==> config.mk <==
export PLATFORM = sky130hd
export DESIGN_NAME = bfc_div
export DESIGN_NICKNAME = d
export VERILOG_FILES = /design/src/hw/rtl/bfc_pkg.sv /design/src/hw/rtl/bfc_div.sv
export SDC_FILE = /design/constraint.sdc
export NUM_CORES = 1
export LEC_CHECK = 0
export BUFFER_PORTS_ARGS = -buffer_cell sky130_fd_sc_hd__buf_2
export CORE_ASPECT_RATIO = 1.1
export CORE_MARGIN = 1
export CORE_UTILIZATION = 50
export CTS_CLUSTER_SIZE = 8
export DETAILED_ROUTE_END_ITERATION = 7
export GPL_TIMING_DRIVEN = 0
export PLACE_DENSITY = 0.75
export SYNTH_ARGS = -nofsm -noshare
export SYNTH_HDL_FRONTEND = slang
export SYNTH_SLANG_ARGS = --single-unit
==> constraint.sdc <==
create_clock -name clk -period 2.8 [get_ports clk]
set_input_delay 0.28 -clock clk [delete_from_list [all_inputs] [get_ports clk]]
set_output_delay 0.28 -clock clk [all_outputs]
set_load 0.02 [all_outputs]
==> src/hw/rtl/bfc_pkg.sv <==
// ----------------------------------------------------------------------------
// bfc_pkg: shared definitions for the bitcrusher fold/clip block
// Constants, register indexes, sequencer states, divider interface types and
// small helper functions used by the top level and the divider.
// ----------------------------------------------------------------------------
package bfc_pkg;

  localparam int SAMPLE_BITS = 24;
  localparam int OUT_BITS    = SAMPLE_BITS + 1;
  localparam int LIMIT_BITS  = SAMPLE_BITS - 1;
  localparam int MAX_HOLD    = 24;
  localparam int MIX_DIV     = 20;
  localparam int CTRL_BITS   = 5;
  localparam int ACC_BITS    = 30;
  localparam int DIV_BITS    = SAMPLE_BITS;
  localparam int DIV_CNT_W   = $clog2(DIV_BITS + 1);
  localparam int CFG_IDX_W   = 3;

  // divide by 20 as a quarter followed by a reciprocal multiply by 1/5
  localparam int                    MIX_M_BITS = ACC_BITS - 3;
  localparam int                    MIX_SHIFT  = 29;
  localparam logic [MIX_M_BITS-1:0] MIX_RECIP  = 27'd107374183;

  localparam logic [CFG_IDX_W-1:0] REG_ENABLE      = 3'd0;
  localparam logic [CFG_IDX_W-1:0] REG_FOLD_MODE   = 3'd1;
  localparam logic [CFG_IDX_W-1:0] REG_RESOLUTION  = 3'd2;
  localparam logic [CFG_IDX_W-1:0] REG_HOLD_PERIOD = 3'd3;
  localparam logic [CFG_IDX_W-1:0] REG_LIMIT_LEVEL = 3'd4;
  localparam logic [CFG_IDX_W-1:0] REG_DRY_STEP    = 3'd5;
  localparam logic [CFG_IDX_W-1:0] REG_WET_STEP    = 3'd6;

  typedef enum logic [3:0] {
    S_IDLE,
    S_LIMIT,
    S_FOLD_WAIT,
    S_FOLD_FIX,
    S_MUL_WET,
    S_MUL_DRY,
    S_MIX_ABS,
    S_MIX_DIV,
    S_DONE
  } state_t;

  typedef struct packed {
    logic                   start;
    logic [DIV_BITS-1:0]    dividend;
    logic [SAMPLE_BITS-1:0] divisor;
  } div_req_t;

  typedef struct packed {
    logic                   done;
    logic [SAMPLE_BITS-1:0] remainder;
  } div_stat_t;

  function automatic logic [CTRL_BITS-1:0] clamp_range(
    input logic [CTRL_BITS-1:0] v,
    input logic [CTRL_BITS-1:0] lo,
    input logic [CTRL_BITS-1:0] hi
  );
    logic [CTRL_BITS-1:0] r;
    r = v;
    if (r < lo) r = lo;
    if (r > hi) r = hi;
    return r;
  endfunction

  // keep the top res bits of a sample
  function automatic logic [SAMPLE_BITS-1:0] keep_mask(input logic [CTRL_BITS-1:0] res);
    logic [CTRL_BITS-1:0] shift;
    shift = CTRL_BITS'(SAMPLE_BITS) - res;
    return {SAMPLE_BITS{1'b1}} << shift;
  endfunction

endpackage

==> src/hw/rtl/bfc_div.sv <==
// ----------------------------------------------------------------------------
// bfc_div: restoring divider
// Shifts the dividend through one bit per cycle and leaves the remainder;
// used for the fold modulo.
// ----------------------------------------------------------------------------
module bfc_div (
  input  logic              clk,
  input  logic              rst,
  input  bfc_pkg::div_req_t req,
  output bfc_pkg::div_stat_t stat
);
  import bfc_pkg::*;

  logic [DIV_BITS-1:0]    quo;
  logic [SAMPLE_BITS-1:0] rem;
  logic [SAMPLE_BITS-1:0] divisor;
  logic [DIV_CNT_W-1:0]   count;
  logic                   done;

  logic [SAMPLE_BITS:0]   rem_sh;
  logic [SAMPLE_BITS:0]   rem_diff;
  logic                   fits;

  assign rem_sh   = {rem, quo[DIV_BITS-1]};
  assign rem_diff = rem_sh - {1'b0, divisor};
  assign fits     = rem_sh >= {1'b0, divisor};

  always_ff @(posedge clk) begin
    if (rst) begin
      count <= '0;
      done  <= 1'b0;
    end else if (req.start) begin
      count <= DIV_CNT_W'(DIV_BITS);
      done  <= 1'b0;
    end else if (count != '0) begin
      count <= count - 1'b1;
      done  <= (count == DIV_CNT_W'(1));
    end else begin
      done <= 1'b0;
    end
  end

  always_ff @(posedge clk) begin
    if (req.start) begin
      quo     <= req.dividend;
      rem     <= '0;
      divisor <= req.divisor;
    end else if (count != '0) begin
      quo <= {quo[DIV_BITS-2:0], fits};
      rem <= fits ? rem_diff[SAMPLE_BITS-1:0] : rem_sh[SAMPLE_BITS-1:0];
    end
  end

  assign stat.done      = done;
  assign stat.remainder = rem;

endmodule

==> implementation parameters <==
Parameter                              Value

Clock tree
  CTS tree    done
  # hold bufs at CTS    0
  Clock sink count    between 70 and 80
  Total clock buffers created by CTS    9
  Cell at the root of the clock tree    sky130_fd_sc_hd__clkbuf_8
  Clk Latency, worst-skew pair    approximately 0.35 ns
  Clk slew on worst S/H paths    0.09 ns
  Count of H-tree levels built during CTS    3
  Max Buffers Root-to-Sink    2

Layout
  Area growth, synth to finish    24.7%
  Fraction of final layout cells with drive strength greater than 1    0.321
  Core utilization of the finished layout    0.653
  Most common library cell in the layout ignoring fill and taps    sky130_fd_sc_hd__buf_2
  Total number of nets in the final design    609
  Antenna fix cells    0
  Leading cell types in the layout, fill and taps excluded    75 x sky130_fd_sc_hd__buf_2, 48 x sky130_fd_sc_hd__edfxtp_1, 46 x sky130_fd_sc_hd__nor2_1, 33 x sky130_fd_sc_hd__inv_1, 29 x sky130_fd_sc_hd__dfxtp_1

Drt
  Final routed DRC violation total    0
  Vias after detailed routing    3612
  Count of TritonRoute iterations in the first routing pass    4
  Average wire per cell in the routed design    ~16 microns
  Count of routing violations after the opening detailed-route iteration    206
  Post-route antenna net violation count    0
  Number of vias per cell after detailed routing    between 5 and 6
  WL final    10400 microns

Logic synthesis
  Synth cell types    53
  Post-synthesis async set-or-reset flop share    0
  Most common flop cell mapped by yosys    sky130_fd_sc_hd__edfxtp_1
  Count of yosys warnings during synthesis    0
  Synthesized flop and latch total    78
  Post-synth net total    between 500 and 600
  Number of instances in the synthesized netlist    431
  Sequential element share of the synthesized area    0.457
  Post-Synthesis Cell Area    4470 sq um
  Number of flops mapped to enable cells by yosys    48
  Average footprint of a synthesized cell    10.4 sq um

Global routing
  Number of global-route vias before repair    3534
  Initial antenna violation count    0
  Overflow left after global routing    0
  First-pass GRT wire length    16300 microns
  Pin count of the biggest net entering global routing    28
  GRT Total Usage    0.222

Placed design
  Placer Congestion    roughly 0.86
  DP HPWL    ~7000 microns
  Port Buf Inserts    75

Power
  Leak    0.00250 uW
  Overall power consumption    5460 uW
  Peak ir drop on the vdd network    approximately 0.38 mV
  PwrDens    979 nW/um^2

Worst setup path
  Type of origin of the critical path    register
  WS Path Type    reg2reg
  Arrival time worst endpoint    3.10 ns
  Highest net fanout along the worst path    5
  Data required, critical path    3.05 ns
  Element type at the critical path end    register

Timing
  Slew Limit Fails    0
  Post-route clock period utilization    1.02
  Setup WS post-layout    -0.0490 ns
  Final min period    2.85 ns
  Rel. slew slack    0.301
  Max Fclk    0.351 GHz
  Max Clock Skew    between 0.01 and 0.015 ns
  Worst-Margin Slew    about 1.0 ns
  Worst hold slack    0.0914 ns
  Final number of hold-violating endpoints    0
  Unrepaired setup endpoints after global routing    yes
  Final setup violation count    9

Job
  Number of violations of the max-capacitance limit    0

Floorplanning
  Core Footprint    8540 sq um
  Total die area    9330 sq um
  Boundary Pins    76
  FP Rows    35
  Die Ht    101 microns
  Die width    92.2 microns
  Effective utilization at floorplan    0.524

Outcome
  Violations in the final reports    setup timing
  Run status    complete, but fails checks

Hold path
  Type of the most critical hold path    in2reg
## critical path, stage by stage (launching register included)
cell and delay (ns):
sky130_fd_sc_hd__edfxtp_1 0.38, sky130_fd_sc_hd__inv_2 0.08, sky130_fd_sc_hd__ha_4 0.20, sky130_fd_sc_hd__a211o_1 0.34, sky130_fd_sc_hd__a21oi_4 0.16, sky130_fd_sc_hd__or4b_4 0.52, sky130_fd_sc_hd__nand4b_4 0.13, sky130_fd_sc_hd__a31oi_4 0.15
sky130_fd_sc_hd__nor2_8 0.25, sky130_fd_sc_hd__clkbuf_16 0.19, sky130_fd_sc_hd__mux2i_1 0.08, sky130_fd_sc_hd__a211oi_1 0.27
## cells in the mapped netlist (all sizes together) (5+ instances only)
cell    instances  share of area
edfxtp         48           0.32
nor2           47          0.043
inv            34          0.029
dfxtp          30           0.13
nand2          27          0.023
ha             26          0.073
a21oi          25          0.031
mux2           23          0.058
mux2i          20          0.045
a211oi         18          0.030
clkbuf         13          0.011
xnor2          12          0.024
o21ai          10          0.011
nand2b          8          0.011
nand3           7         0.0078
a311oi          6          0.012
a31oi           6          0.012
or2             6         0.0084
xor2            6          0.012
nor3            5         0.0056
nor4            5         0.0070
## path summary, 6_finish.rpt
path,start,end,slack [ns],depth (start not counted)
worst max-delay path,divisor[6]$_DFFE_PP_,rem[9]$_SDFFE_PP0P_,-0.05,11
worst min-delay path,req[18],divisor[18]$_DFFE_PP_,0.09,1
worst max register to register,divisor[6]$_DFFE_PP_,rem[9]$_SDFFE_PP0P_,-0.05,11
worst min register to register,count[1]$_SDFFE_PP0P_,count[1]$_SDFFE_PP0P_,0.53,2
## layout make-up
type / instances / area [sq um]
fillers: 690 / 2960
multi-input cells: 303 / 2440
flip-flops and latches: 78 / 2040
repair buffers: 89 / 519
clock buffers: 11 / 153
well taps: 111 / 139
inverters: 34 / 128
plain buffers: 16 / 96.3
clock inverters: 5 / 57.6
## routing by layer
metal	global-route usage	up-vias	routed length [microns]	part of all wire
met5	0	-	0	0
met4	0.0697	0	207	0.020
met3	0.0495	15	508	0.049
met2	0.405	112	5280	0.51
met1	0.261	1708	4450	0.43
li1	-	1777	-	-
## metrics by stage
step	TNS, ns	std cells	worst slack [ns]	area (sq um)
global placement	-4.09	617	-0.381	4990
CTS	0	638	0.00200	5290
finish	-0.160	647	-0.0490	5580
global route	-2.43	647	-0.152	5580
detailed placement	-3.65	617	-0.441	4990
floorplan	0	431	0.0572	4470
## cells by family after synthesis
| logic type | Yosys count | share of synthesized area |
|---|---|---|
| DFF | 78 | 0.457 |
| muxes | 43 | 0.103 |
| adders and majority gates | 27 | 0.0772 |
| and+or+nand+nor | 123 | 0.136 |
| AOI/OAI and AO/OA | 91 | 0.142 |
| buffers and inverters | 51 | 0.0498 |
| xor gates and xnor gates | 18 | 0.0353 |
## registers in the layout (all words and copies together) (netlist names)
signal,flops
rem,24
count,5
quo,24
divisor,24
done,1
## timing repair
item                                    4_1_cts  5_1_grt
buffers inserted                              5        7
resized for setup                             8       32
endpoints found under the hold margin         0        0
endpoints found under the setup margin       24       24
pin swaps                                     5       26
cloned                                        0        3
## power breakdown
part	leakage [uW]	switching, uW	internal, uW
Sequential	0.000732	205	1480
Combinational	0.00166	1570	1320
Clock	0.000108	429	467
(Power assumes the default switching activity.)
